[src/design/ltsk_pkg.sv]
// ----------------------------------------------------------------------------
// ltsk_pkg
// Shared widths, lane mapping, register indexes and inter-stage types for the
// linear triangle stiffness core.
// ----------------------------------------------------------------------------
package ltsk_pkg;

   // Field widths
   localparam int COORD_W     = 16;               // Q4.12 vertex coordinate
   localparam int K_W         = 16;               // Q4.12 conductivity
   localparam int CSR_IDX_W   = 2;
   localparam int ENTRY_W     = 32;               // Q16.16 matrix entry

   // Internal datapath widths
   localparam int DIFF_W      = COORD_W + 1;      // edge difference b, c
   localparam int PROD_W      = 2 * DIFF_W - 1;   // b_i*b_j, cross products
   localparam int SCALED_W    = PROD_W + K_W;     // conductivity * product
   localparam int NSUM_W      = SCALED_W + 1;     // numerator N
   localparam int DET_W       = PROD_W + 1;       // twice the signed area
   localparam int DEN_W       = DET_W - 1;        // |det|
   localparam int DIVISOR_W   = DEN_W + 1;        // 2*|det|
   localparam int NUMER_SHIFT = 4;                // 16*|N| = 2 * 8 * |N|
   localparam int NUMER_W     = NSUM_W + NUMER_SHIFT;
   localparam int QUOT_W      = ENTRY_W;
   localparam int HEAD_W      = NUMER_W - QUOT_W;
   localparam int DIV_STEPS   = QUOT_W;           // one quotient bit per stage

   // The matrix is symmetric: six distinct entries, one divider lane each
   localparam int NUM_LANES   = 6;
   localparam int LANE_00     = 0;
   localparam int LANE_01     = 1;
   localparam int LANE_02     = 2;
   localparam int LANE_11     = 3;
   localparam int LANE_12     = 4;
   localparam int LANE_22     = 5;
   localparam int LANE_ROW [NUM_LANES] = '{0, 0, 0, 1, 1, 2};
   localparam int LANE_COL [NUM_LANES] = '{0, 1, 2, 1, 2, 2};

   // Register file
   localparam logic [CSR_IDX_W-1:0] CSR_CONDUCTIVITY_X = CSR_IDX_W'(0);
   localparam logic [CSR_IDX_W-1:0] CSR_CONDUCTIVITY_Y = CSR_IDX_W'(1);
   localparam logic [K_W-1:0]       CONDUCTIVITY_ONE   = K_W'(4096);

   // Saturation limits
   localparam logic [ENTRY_W-1:0] ENTRY_MAX = {1'b0, {(ENTRY_W-1){1'b1}}};
   localparam logic [ENTRY_W-1:0] ENTRY_MIN = {1'b1, {(ENTRY_W-1){1'b0}}};

   typedef struct packed {
      logic                                valid;
      logic                                degenerate;
      logic [DIVISOR_W-1:0]                divisor;
      logic [NUM_LANES-1:0]                neg;
      logic [NUM_LANES-1:0][NUMER_W-1:0]   numer;
   } geom_out_type;

   typedef struct packed {
      logic                                degenerate;
      logic [NUM_LANES-1:0][ENTRY_W-1:0]   entry;
   } result_type;

endpackage

[src/design/ltsk_outbuf.sv]
// ----------------------------------------------------------------------------
// ltsk_outbuf
// Output register plus one skid entry; pipeline advance comes from a
// register so rsp_ready never reaches the input side combinationally.
// ----------------------------------------------------------------------------
module ltsk_outbuf (
   input  logic                    clock,
   input  logic                    reset,
   input  logic                    in_valid,
   input  ltsk_pkg::result_type    in_item,
   output logic                    advance,
   output logic                    out_valid,
   input  logic                    out_ready,
   output ltsk_pkg::result_type    out_item
);
   import ltsk_pkg::*;

   logic       out_valid_ff, out_valid_in;
   logic       skid_valid_ff, skid_valid_in;
   result_type out_item_ff, out_item_in;
   result_type skid_item_ff, skid_item_in;
   logic       take;
   logic       out_free;

   always_comb begin
      advance  = !skid_valid_ff;
      take     = in_valid && advance;
      out_free = !out_valid_ff || out_ready;

      out_valid_in  = out_valid_ff;
      out_item_in   = out_item_ff;
      skid_valid_in = skid_valid_ff;
      skid_item_in  = skid_item_ff;

      if (out_free) begin
         if (skid_valid_ff) begin
            // drain the skid entry first
            out_valid_in  = 1'b1;
            out_item_in   = skid_item_ff;
            skid_valid_in = 1'b0;
         end else begin
            out_valid_in = take;
            if (take) begin
               out_item_in = in_item;
            end
         end
      end else if (take) begin
         // hold the item that was already on its way
         skid_valid_in = 1'b1;
         skid_item_in  = in_item;
      end
   end

   always_ff @(posedge clock) begin
      if (reset) begin
         out_valid_ff  <= 1'b0;
         skid_valid_ff <= 1'b0;
      end else begin
         out_valid_ff  <= out_valid_in;
         skid_valid_ff <= skid_valid_in;
      end
   end

   always_ff @(posedge clock) begin
      out_item_ff  <= out_item_in;
      skid_item_ff <= skid_item_in;
   end

   assign out_valid = out_valid_ff;
   assign out_item  = out_item_ff;

   a_skid_behind_out: assert property (@(posedge clock) disable iff (reset)
      skid_valid_ff |-> out_valid_ff)
      else $error("skid entry holds an item while the output register is empty");

   a_skid_fill_cause: assert property (@(posedge clock) disable iff (reset)
      $rose(skid_valid_ff) |-> $past(out_valid_ff && !out_ready))
      else $error("skid entry filled without a stalled output");

endmodule

[config.mk]
export PLATFORM = sky130hd
export DESIGN_NAME = ltsk_outbuf
export DESIGN_NICKNAME = d
export VERILOG_FILES = /design/src/design/ltsk_pkg.sv /design/src/design/ltsk_outbuf.sv
export SDC_FILE = /design/constraint.sdc
export NUM_CORES = 1
export LEC_CHECK = 0
export BUFFER_PORTS_ARGS = -buffer_cell sky130_fd_sc_hd__buf_4
export CAP_MARGIN = 20
export CORE_UTILIZATION = 58
export CTS_BUF_LIST = sky130_fd_sc_hd__clkbuf_2 sky130_fd_sc_hd__clkbuf_4 sky130_fd_sc_hd__clkbuf_8
export DETAILED_ROUTE_END_ITERATION = 10
export HOLD_SLACK_MARGIN = 0.02
export PLACE_DENSITY = 0.95
export SETUP_SLACK_MARGIN = 0.15
export SYNTH_ARGS = -nofsm -noshare
export SYNTH_HDL_FRONTEND = slang
export SYNTH_SLANG_ARGS = --single-unit
[constraint.sdc]
create_clock -name clock -period 45.2 [get_ports clock]
set_input_delay 2.26 -clock clock [delete_from_list [all_inputs] [get_ports clock]]
set_output_delay 2.26 -clock clock [all_outputs]
set_load 0.02 [all_outputs]
Word level (Yosys, flattened, before mapping)
Index checks and enable logic that the tools add are counted.
{ "totals": {"register_bits": 388, "input_bits": 197, "output_inout_bits": 195, "word_cells": 28} }
{ "op_classes": {"mux": 3, "n_bitwise": 1, "n_reduce_logical": 8} }
{ "ops": {"columns": ["op", "n"], "rows": [
  ["193-bit two-way mux", 2],
  ["2-bit AND reduction", 2],
  ["1-bit zero test", 2],
  ["2-bit nonzero test", 1],
  ["2-bit OR reduction", 1],
  ["1-bit logical AND", 1],
  ["1-bit logical OR", 1],
  ["1-bit two-way mux", 1],
  ["1-bit NOT", 1]
]} }

Longest topological paths before layout
Gate-level depths: netlist (run 1).
{ "depth": {"word_depth": 4, "ltp_mapped": 5, "ltp_nobuf": 2} }

Worst setup path before layout (run 1)
No wires, ideal clock.
{ "synth_path": {"path_kind": "input -> register", "startpoint": "input port out_ready", "endpoint": "register skid_item_ff[0] (netlist bit) (enable)", "setup_ns": 1.021, "arrival_ns": 16.422, "t_required_ns": 44.179, "slack_ns": 27.757, "stages": 2, "path_cell_list": "nand2b_1 -> nor3b_1"} }
{ "synth_between": {"elab_chain_len": 3} }
{ "synth_lines": {"columns": ["element", "line", "rtl"], "rows": [
  ["from (decl)", "ltsk_outbuf.sv:13", "input logic out_ready,"],
  ["1-bit logical OR", "ltsk_outbuf.sv:28", "out_free = !out_valid_ff || out_ready;"],
  ["1-bit NOT (no source line)", null, null],
  ["2-bit AND reduction (no source line)", null, null],
  ["to (signal assigned)", "ltsk_outbuf.sv:66", "skid_item_ff <= skid_item_in;"],
  ["to (decl)", "ltsk_outbuf.sv:21", "result_type skid_item_ff, skid_item_in;"]
]} }
No other way between the ends.
A chain may end at the register's enable or synchronous reset.

Worst setup path in the final report (run 1)
{ "layout_path": {"startpoint": "input port out_ready", "endpoint": "register out_item_ff (netlist bit out_item[96]) (enable)"} }
{ "layout_between": {"elab_chain_len": 2} }
{ "layout_lines": {"columns": ["element", "line", "rtl"], "rows": [
  ["1-bit logical OR", "ltsk_outbuf.sv:28", null],
  ["2-bit AND reduction (no source line)", null, null],
  ["to (signal assigned)", "ltsk_outbuf.sv:65", "out_item_ff <= out_item_in;"],
  ["to (decl)", "ltsk_outbuf.sv:20", "result_type out_item_ff, out_item_in;"]
]} }
No other way between the ends.

==> qor.txt, run 1 <==
Post-route cell area: 18830 µm²
Port Buf Inserts: 391
R2R setup slack: 41430 ps
Die width: 160.3 µm
Worst Setup Start Kind: primary input
Root Buffer: clkbuf_8
GRT overflow: 0
Worst setup path class: in2reg
Clock-pin slew on the worst setup and hold paths: 60 ps
Share of cells above drive strength 1: 0.6275
Main flop type after synthesis: edfxtp_1
Critical Path Slowest Stage Cell: buf_4
Mean Syn Cell Area: 23.81 µm²
CP dominant cell by count: buf_4
Largest stage delay on the critical path: 850 ps
DP Wirelength: 21570 µm
#FFs+latches synth: 388
Synth warn: 0
Setup bufs post-CTS: 0
Crit Reg-Reg Endpoint: out_item[96]$_DFFE_PP_
Status: finished, final reports clean
Clk_skew: 23.76 ps
Post-Syn Area: 14530 µm²
Largest cells by area after synthesis: edfxtp_1, mux2_4, mux2_2, buf_6, dfxtp_1
Slew HR: 0.3143
Seq/Total Area, Yosys: 0.8007
Crit Path Max Fanout: 73
Vias: 7489
Post-route ant nets: 0
Hold buffer count at CTS: 0
Number of synthesized flops with an enable pin: 386
H-tree Lvls: 2
Placed cell area: 17740 µm²
Setup TNS: 0 ps
Tmin final: 4850 ps
Core area: 24460 µm²
R2R cell count: 3
Highest clock rate: 0.2062 GHz
Gr usage total: 0.2505
Area Growth Syn to Fin: 29.60%
Worst slew pin tran: 1029 ps
Peak supply drop: 0.00002832 V
GP Congestion: 0.7925
Critical Path RT: 45390 ps
MaxCap Viol Count: 0
Overall power: 765.7 µW
RR Startpoint: skid_valid_ff$_SDFFE_PP0P_
Initial Utilization: 0.5938
Deepest clock path buffer count: 3
Layout Nets: 1245
Post-synthesis cell type count: 13
Routed wire length: 32020 µm
Crit-path cells: buf_4 -> nand2b_1 -> o21a_4 -> buf_4 -> buf_4
Largest net degree at the start of global routing: 74
IO Count: 392
Hold Fails Final Rpt: 0
Site row count: 57
TritonCTS Sinks: 388
Largest area contributor in the netlist: edfxtp_1
RSZ-0062 raised after global routing: false
Slew Viols, Final: 0
Final Non-Filler Cells: 1414
Drt first pass iters: 5
Crit. End Element: flip-flop
CP endpoint: out_item[96]$_DFFE_PP_
Critical path buffers and inverters: 3
Die ar.: 25680 µm²
Worst EP arrival: 5040 ps
Vias in the first global route: 8041
Pleak: 7.267 nW
Initial antenna violation count: 0
Drt via density: 5.296
ANT cells: 0
Post-synth net total: 807
Critical Path Stages: 5
Most common cell in the synthesized netlist: edfxtp_1
CTS buffer count: 58
Worst setup path start: out_ready
CTS tree: yes
Die height: 160.3 µm
Final setup fails: 0
Initial DRC count: 528
DP Cell Count: 1312
Post-Syn Instances: 610
Clock network latency to the later pin of the worst-skew pair: 580 ps
CP top delay family: buffers and inverters
Drc violations: 0
Post-synth ARST share: 0
Routed len/inst: 22.64 µm
First-pass GRT wire length: 47640 µm
HP Class: reg2reg
PwrDens: 40.67 nW/µm²
Post-synth top cells: edfxtp_1, mux2_4, mux2_2
Top cell type's share of synthesized area: 0.7979
Final Cycle Share: 0.1073
CTS resizes: 0
[how the worst min path moves through the flow]
stage / start / end / slack, ps / cells past startpoint
after floorplan: skid_item_ff[0]$_DFFE_PP_ / out_item[0]$_DFFE_PP_ / 520 / 1
after global placement: skid_item_ff[3]$_DFFE_PP_ / out_item[3]$_DFFE_PP_ / 530 / 1
after detailed placement: skid_item_ff[50]$_DFFE_PP_ / out_item[50]$_DFFE_PP_ / 530 / 1
after CTS: skid_item_ff[120]$_DFFE_PP_ / out_item[120]$_DFFE_PP_ / 540 / 1
after global routing: skid_item_ff[122]$_DFFE_PP_ / out_item[122]$_DFFE_PP_ / 540 / 1
final: skid_item_ff[122]$_DFFE_PP_ / out_item[122]$_DFFE_PP_ / 530 / 1
[report_power, final]
group / internal (mW) / switching [mW]
sequential: 0.416 / 0.00546
clock: 0.142 / 0.126
combinational: 0.0374 / 0.0386
[cell type report]
type,instances,area [µm²]
repair buffers,400,3003
clock inverters,24,130.1
inverters,1,3.754
multi-input cells,199,2694
well taps,324,405.4
fillers,1282,5637
flip-flops and latches,388,11630
clock buffers,78,954.7
[cells by family (layout without fill, tap and decap cells)]
kind of cell,count (synthesis),in the layout,synth area share
multiplexers,193,193,0.1822
flip-flops,388,388,0.8007
buffers and inverters,23,503,0.01473
AND/OR/NAND/NOR,4,4,0.001550
AO/OA/AOI/OAI,2,2,0.0008612
[state kept, by name, indices dropped and copies added, names as in the netlist]
signal,flops
out_valid,1
skid_item_ff,193
skid_valid_ff,1
out_item,193
[per-layer routing]
| layer | part of all wire | global-route usage | up-vias |
|---|---|---|---|
| met5 | 0 | 0 | - |
| met4 | 0.041 | 0.1234 | 0 |
| li1 | - | - | 3332 |
| met1 | 0.35 | 0.2801 | 3675 |
| met3 | 0.084 | 0.07351 | 82 |
| met2 | 0.52 | 0.4377 | 400 |
[metrics by stage]
stage               setup slack (ps)  utilization  hold WS [ps]
floorplan                      27760            -         523.1
CTS                            40390       0.7696         535.8
detailed placement             39790       0.7252         530.3
finish                         40350       0.7696         533.7
global route                   40180       0.7696         544.3
global placement               39880       0.7252         526.5
[cell usage in the layout (no fill, tap or decap), drive strengths merged]
master and count:
inv 1, nor3b 1, edfxtp 386, buf 400, clkinvlp 1, a21oi 1
bufinv 1, mux2 193, nor2 1, nand2b 1, dfxtp 2, nor3 1
clkbuf 78, clkinv 22, o21a 1
Note: power is estimated with default switching activity, not from simulation.
==> run 2, diff against run 1 <==
CORE_UTILIZATION = 54   (was 58)
PLACE_DENSITY = 0.93   (was 0.95)
clock period = 4.83 ns   (was 45.2 ns; I/O delays follow)
==> qor.txt, run 2 (synthesis gave the netlist of run 1 again) <==
Status: complete, but fails checks
Failing checks: design-rule violations
GRT met1 Usage: 0.3225 (+0.04240)
Commonest cells after routing, fill and taps aside: buf_4, edfxtp_1, dlygate4sd3_1, mux2_4, mux2_2
Core area: 26210 µm² (+7.1%)
Vias: 8657 (+16%)
Area Growth Syn to Fin: 43.76%
Final Cycle Share: 0.5453
Largest net degree at the start of global routing: 158 (+110%)
GRT overflow: 0 (unchanged)
GP Congestion: 0.7820 (-1.3%)
Hold Fails Final Rpt: 0 (unchanged)
Drt via density: 5.314 (+0.34%)
Routed wire length: 40640 µm (+27%)
Initial antenna violation count: 3 (+3)
CTS resizes: 0 (unchanged)
Worst setup path class: reg2reg
CTS buffer count: 58 (unchanged)
Clk_skew: 27.96 ps (+4.205 ps)
Routed len/inst: 24.95 µm (+10%)
RSZ-0062 raised after global routing: false
Worst slew pin tran: 1028 ps (-0.2436 ps)
Placed cell area: 17780 µm² (+0.25%)
Crit. End Element: flip-flop
Drc violations: 32 (+32)
Share of cells above drive strength 1: 0.5275 (-0.1000)
First-pass GRT wire length: 59890 µm (+26%)
Post-route ant nets: 0 (unchanged)
Tmin final: 2634 ps
Root Buffer: clkbuf_8
IO Count: 392 (unchanged)
Commonest non-fill, non-tap cell in the layout: buf_4
Die height: 166.0 µm (+3.6%)
Die ar.: 27560 µm² (+7.3%)
Dpl ws: 2252 ps (-37540 ps)
Gr busiest metal: met2
Post-route cell area: 20880 µm² (+11%)
Slew HR: 0.3145 (about the same)
Setup TNS: 0 ps (unchanged)
Pleak: 8.101 nW (+11%)
Final setup fails: 0 (unchanged)
Hold buffer count at CTS: 196 (+196)
Clock-pin slew on the worst setup and hold paths: 70 ps (about the same)
CTS tree: yes
Deepest clock path buffer count: 3 (unchanged)
Initial DRC count: 867 (+64%)
PwrDens: 361.4 nW/µm² (+790%)
Grt met2 use: 0.5349 (+0.09720)
MaxCap Viol Count: 0 (unchanged)
Site row count: 59 (+3.5%)
Peak supply drop: 0.0003136 V (+1000%)
Met3 usage: 0.08389 (+0.01038)
Gr usage total: 0.2944 (+0.04393)
Highest clock rate: 0.3797 GHz
Initial Utilization: 0.5543 (-0.03952)
Slew Viols, Final: 0 (unchanged)
Setup bufs post-CTS: 0 (unchanged)
Port Buf Inserts: 391 (unchanged)
Vias in the first global route: 9686 (+20%)
HP Class: in2reg
DP Wirelength: 20230 µm (-6.2%)
Final worst slack: 2196 ps (-38150 ps)
Worst EP arrival: 2970 ps (-2070 ps)
Clock network latency to the later pin of the worst-skew pair: 600 ps (+20 ps)
Die width: 166.0 µm (+3.6%)
TritonCTS Sinks: 388 (unchanged)
Worst Setup Start Kind: flip-flop
Layout Nets: 1439 (+16%)
Crit Path Max Fanout: 98 (+34%)
Critical Path RT: 5170 ps (-40220 ps)
H-tree Lvls: 2 (unchanged)
Drt first pass iters: 9 (+4)
==> run 2: cell count changes in the layout (fill, tap and decap cells not counted) <==
cell	before	now
dfxtp_1	1	0
clkinv_2	8	3
dfxtp_2	0	1
buf_4	400	395
nor3b_4	0	1
buf_12	0	3
clkinv_1	14	23
dlygate4sd3_1	0	196
nor3b_2	1	0
clkbuf_8	59	61
clkinv_4	0	1
diode_2	0	3
==> run 2: worst paths after layout <==
path                                   start                    endpoint  slack [ps]  cells past startpoint
hold / removal                     out_ready  skid_valid_ff$_SDFFE_PP0P_         110                      3
setup / recovery  skid_valid_ff$_SDFFE_PP0P_       out_item[0]$_DFFE_PP_        2200                      3
setup reg to reg  skid_valid_ff$_SDFFE_PP0P_       out_item[0]$_DFFE_PP_        2200                      3
hold reg to reg   skid_item_ff[75]$_DFFE_PP_      out_item[75]$_DFFE_PP_         540                      1
==> run 2: power breakdown <==
group / switching, mW / internal (mW)
sequential: 0.0617 / 3.89
combinational: 0.422 / 0.457
clock: 1.35 / 1.37
total: 1.83 / 5.72
==> run 2: per-layer routing <==
metal  part of all wire  wire length, µm
met5                  0                0
met4              0.039             1585
met3              0.089             3637
met2               0.53            21480
met1               0.34            13940
==> run 2: cell type report <==
class	count	area [µm²]
fillers	1205	5323
repair buffers	594	4987
flip-flops and latches	388	11640
clock inverters	29	147.6
clock buffers	80	982.2
multi-input cells	199	2700
inverters	1	3.754
diodes	3	7.507
well taps	335	419.2
==> run 2: worst max-delay path, stage by stage (launching register included) <==
cell and delay (ps):
dfxtp_4 530, buf_12 550, buf_4 790, mux2_2 450
==> run 2: stage by stage <==
| stage | hold WS [ps] | utilization | power [mW] | cells |
|---|---|---|---|---|
| finish | 112.3 | 0.7969 | 7.548 | 1629 |
| CTS | 30.93 | 0.7966 | 7.445 | 1626 |
| global route | 116.6 | 0.7969 | 7.758 | 1629 |
| floorplan | 303.2 | - | 4.358 | 610 |
| detailed placement | 423.2 | 0.6786 | 4.723 | 1321 |
| global placement | 408.9 | 0.6786 | 4.689 | 1321 |
==> run 3, diff against run 2 <==
clock period = 2.52 ns   (was 4.83 ns; I/O delays follow)
==> qor.txt, run 3 (synthesis gave the netlist of run 1 again) <==
Status: complete, but fails checks
Failing checks: design-rule violations
Final setup fails: 0 (unchanged)
Post-route ant nets: 0 (unchanged)
PwrDens: 692.3 nW/µm² (+92%)
Core area: 26210 µm² (unchanged)
DP Wirelength: 20460 µm (+1.1%)
Die width: 166.0 µm (unchanged)
Clock network latency to the later pin of the worst-skew pair: 570 ps (-30 ps)
Largest net degree at the start of global routing: 89 (-44%)
TritonCTS Sinks: 388 (unchanged)
Crit Reg-Reg Endpoint: out_item[43]$_DFFE_PP_
Slew HR: 0.5384 (+0.2239)
First-pass GRT wire length: 56230 µm (-6.1%)
Final Cycle Share: 0.8428
Gr usage total: 0.2723 (-0.02216)
CP top delay family: buffers and inverters
GP Congestion: 0.7965 (+1.9%)
Drt via density: 5.157 (-3.0%)
Highest clock rate: 0.4708 GHz
Dpl ws: 654.3 ps (-1598 ps)
HP Class: in2reg
WHS Endpoint: skid_item_ff[149]$_DFFE_PP_
Commonest non-fill, non-tap cell in the layout: buf_4
Root Buffer: clkbuf_8
Peak supply drop: 0.0007070 V (+130%)
Clock-pin slew on the worst setup and hold paths: 70 ps (about the same)
Commonest cells after routing, fill and taps aside: buf_4, edfxtp_1, dlygate4sd3_1, mux2_4, mux2_2
DP Cell Count: 1323 (+0.15%)
Critical path buffers and inverters: 3 (+1)
Vias in the first global route: 9498 (-1.9%)
Worst Setup Start Kind: flip-flop
CTS buffer count: 59 (+1.7%)
Hold Crit Start: out_ready
Critical Path Slowest Stage Cell: dfxtp_4
Routed len/inst: 23.10 µm (-7.4%)
Hold path depth: 3 (unchanged)
Hold Fails Final Rpt: 0 (unchanged)
Worst slew pin tran: 692.4 ps (-335.8 ps)
Clk_skew: 23.19 ps (-4.778 ps)
Crit. End Element: output pin
Largest stage delay on the critical path: 620 ps (-170 ps)
Final worst slack: 396.2 ps (-1800 ps)
CTS tree: yes
Initial Utilization: 0.5543 (unchanged)
Area Growth Syn to Fin: 44.86%
Layout Nets: 1443 (+0.28%)
Drc violations: 26 (-19%)
Crit Path Max Fanout: 86 (-12%)
Worst setup path class: reg2out
Setup bufs post-CTS: 0 (unchanged)
Pleak: 8.185 nW (+1.0%)
Critical Path RT: 2390 ps (-2780 ps)
Die height: 166.0 µm (unchanged)
Share of cells above drive strength 1: 0.5344 (+0.006865)
Fill count: 1184 (-1.7%)
MaxCap Viol Count: 0 (unchanged)
Drt first pass iters: 9 (unchanged)
Slew Viols, Final: 0 (unchanged)
Die ar.: 27560 µm² (unchanged)
Vias: 8421 (-2.7%)
R2R cell count: 2 (-1)
IO Count: 392 (unchanged)
Port Buf Inserts: 391 (unchanged)
H-tree Lvls: 2 (unchanged)
Crit-path cells: buf_12 -> inv_1 -> buf_4
Final Non-Filler Cells: 1633 (+0.25%)
GRT overflow: 0 (unchanged)
Routed wire length: 37730 µm (-7.2%)
Deepest clock path buffer count: 3 (unchanged)
RR Startpoint: skid_valid_ff$_SDFFE_PP0P_
Initial DRC count: 572 (-34%)
R2R setup slack: 600 ps (-1600 ps)
Site row count: 59 (unchanged)
Initial antenna violation count: 3 (unchanged)
Worst EP arrival: 2000 ps (-970 ps)
Tmin final: 2124 ps
RSZ-0062 raised after global routing: false
[run 3: changes by cell type in the layout (fill, tap and decap cells not counted), sizes merged]
cell / before / now
clkinvlp: 1 / 0
dlygate4sd3: 196 / 197
bufinv: 1 / 3
buf: 398 / 400
[run 3: worst reg2reg max path, delay by kind of cell (launching register included)]
kind,cells,cell delay (ps)
flip-flops,1,620
multiplexers,1,580
buffers and inverters,1,480
[run 3: how the worst max path moves through the flow]
stage / endpoint / slack [ps] / cells after the start / start
finish: advance / 400 / 3 / skid_valid_ff$_SDFFE_PP0P_
global route: advance / 220 / 3 / skid_valid_ff$_SDFFE_PP0P_
CTS: advance / 310 / 3 / skid_valid_ff$_SDFFE_PP0P_
detailed placement: out_item[12]$_DFFE_PP_ / 650 / 2 / skid_valid_ff$_SDFFE_PP0P_
global placement: out_item[7]$_DFFE_PP_ / 670 / 2 / skid_valid_ff$_SDFFE_PP0P_
floorplan: skid_item_ff[0]$_DFFE_PP_ / -3470 / 4 / skid_valid_ff$_SDFFE_PP0P_
[run 3: metrics by stage]
step | util | power (mW) | hold WS [ps] | setup TNS [ps] | area (µm²)
final | 0.8030 | 14.57 | 211.4 | 0 | 21040
after global placement | 0.6821 | 9.005 | 290.5 | 0 | 17870
after floorplan | - | 8.352 | 187.7 | -879590 | 14550
after detailed placement | 0.6821 | 9.063 | 305.5 | 0 | 17870
after CTS | 0.8027 | 14.47 | 168.8 | 0 | 21040
after global routing | 0.8030 | 15.01 | 176.0 | 0 | 21040
[run 3: cell type report]
cell class	count	area, µm²	share of cell area
repair buffers	597	5087	0.2418
well taps	335	419.2	0.01992
inverters	1	3.754	0.0001784
clock inverters	30	206.4	0.009811
multi-input cells	199	2700	0.1283
clock buffers	80	982.2	0.04668
flip-flops and latches	388	11640	0.5530
diodes	3	7.507	0.0003568
[run 3: timing repair]
action	4_1_cts	5_1_grt
hold buffers	197	0
hold endpoints to repair	388	0
resized for setup	0	0
[run 3: layer usage]
layer	routed length, µm	GRT usage
met1	12770	0.2858
met2	20510	0.5016
met3	2770	0.07245
met4	1675	0.1361
met5	0	0
[run 3: power by group]
part / switching [mW] / leakage (nW) / internal [mW]
Clock: 2.48 / 0.639 / 2.84
Combinational: 0.788 / 3.90 / 0.889
Sequential: 0.112 / 3.64 / 7.46
Total: 3.38 / 8.18 / 11.2
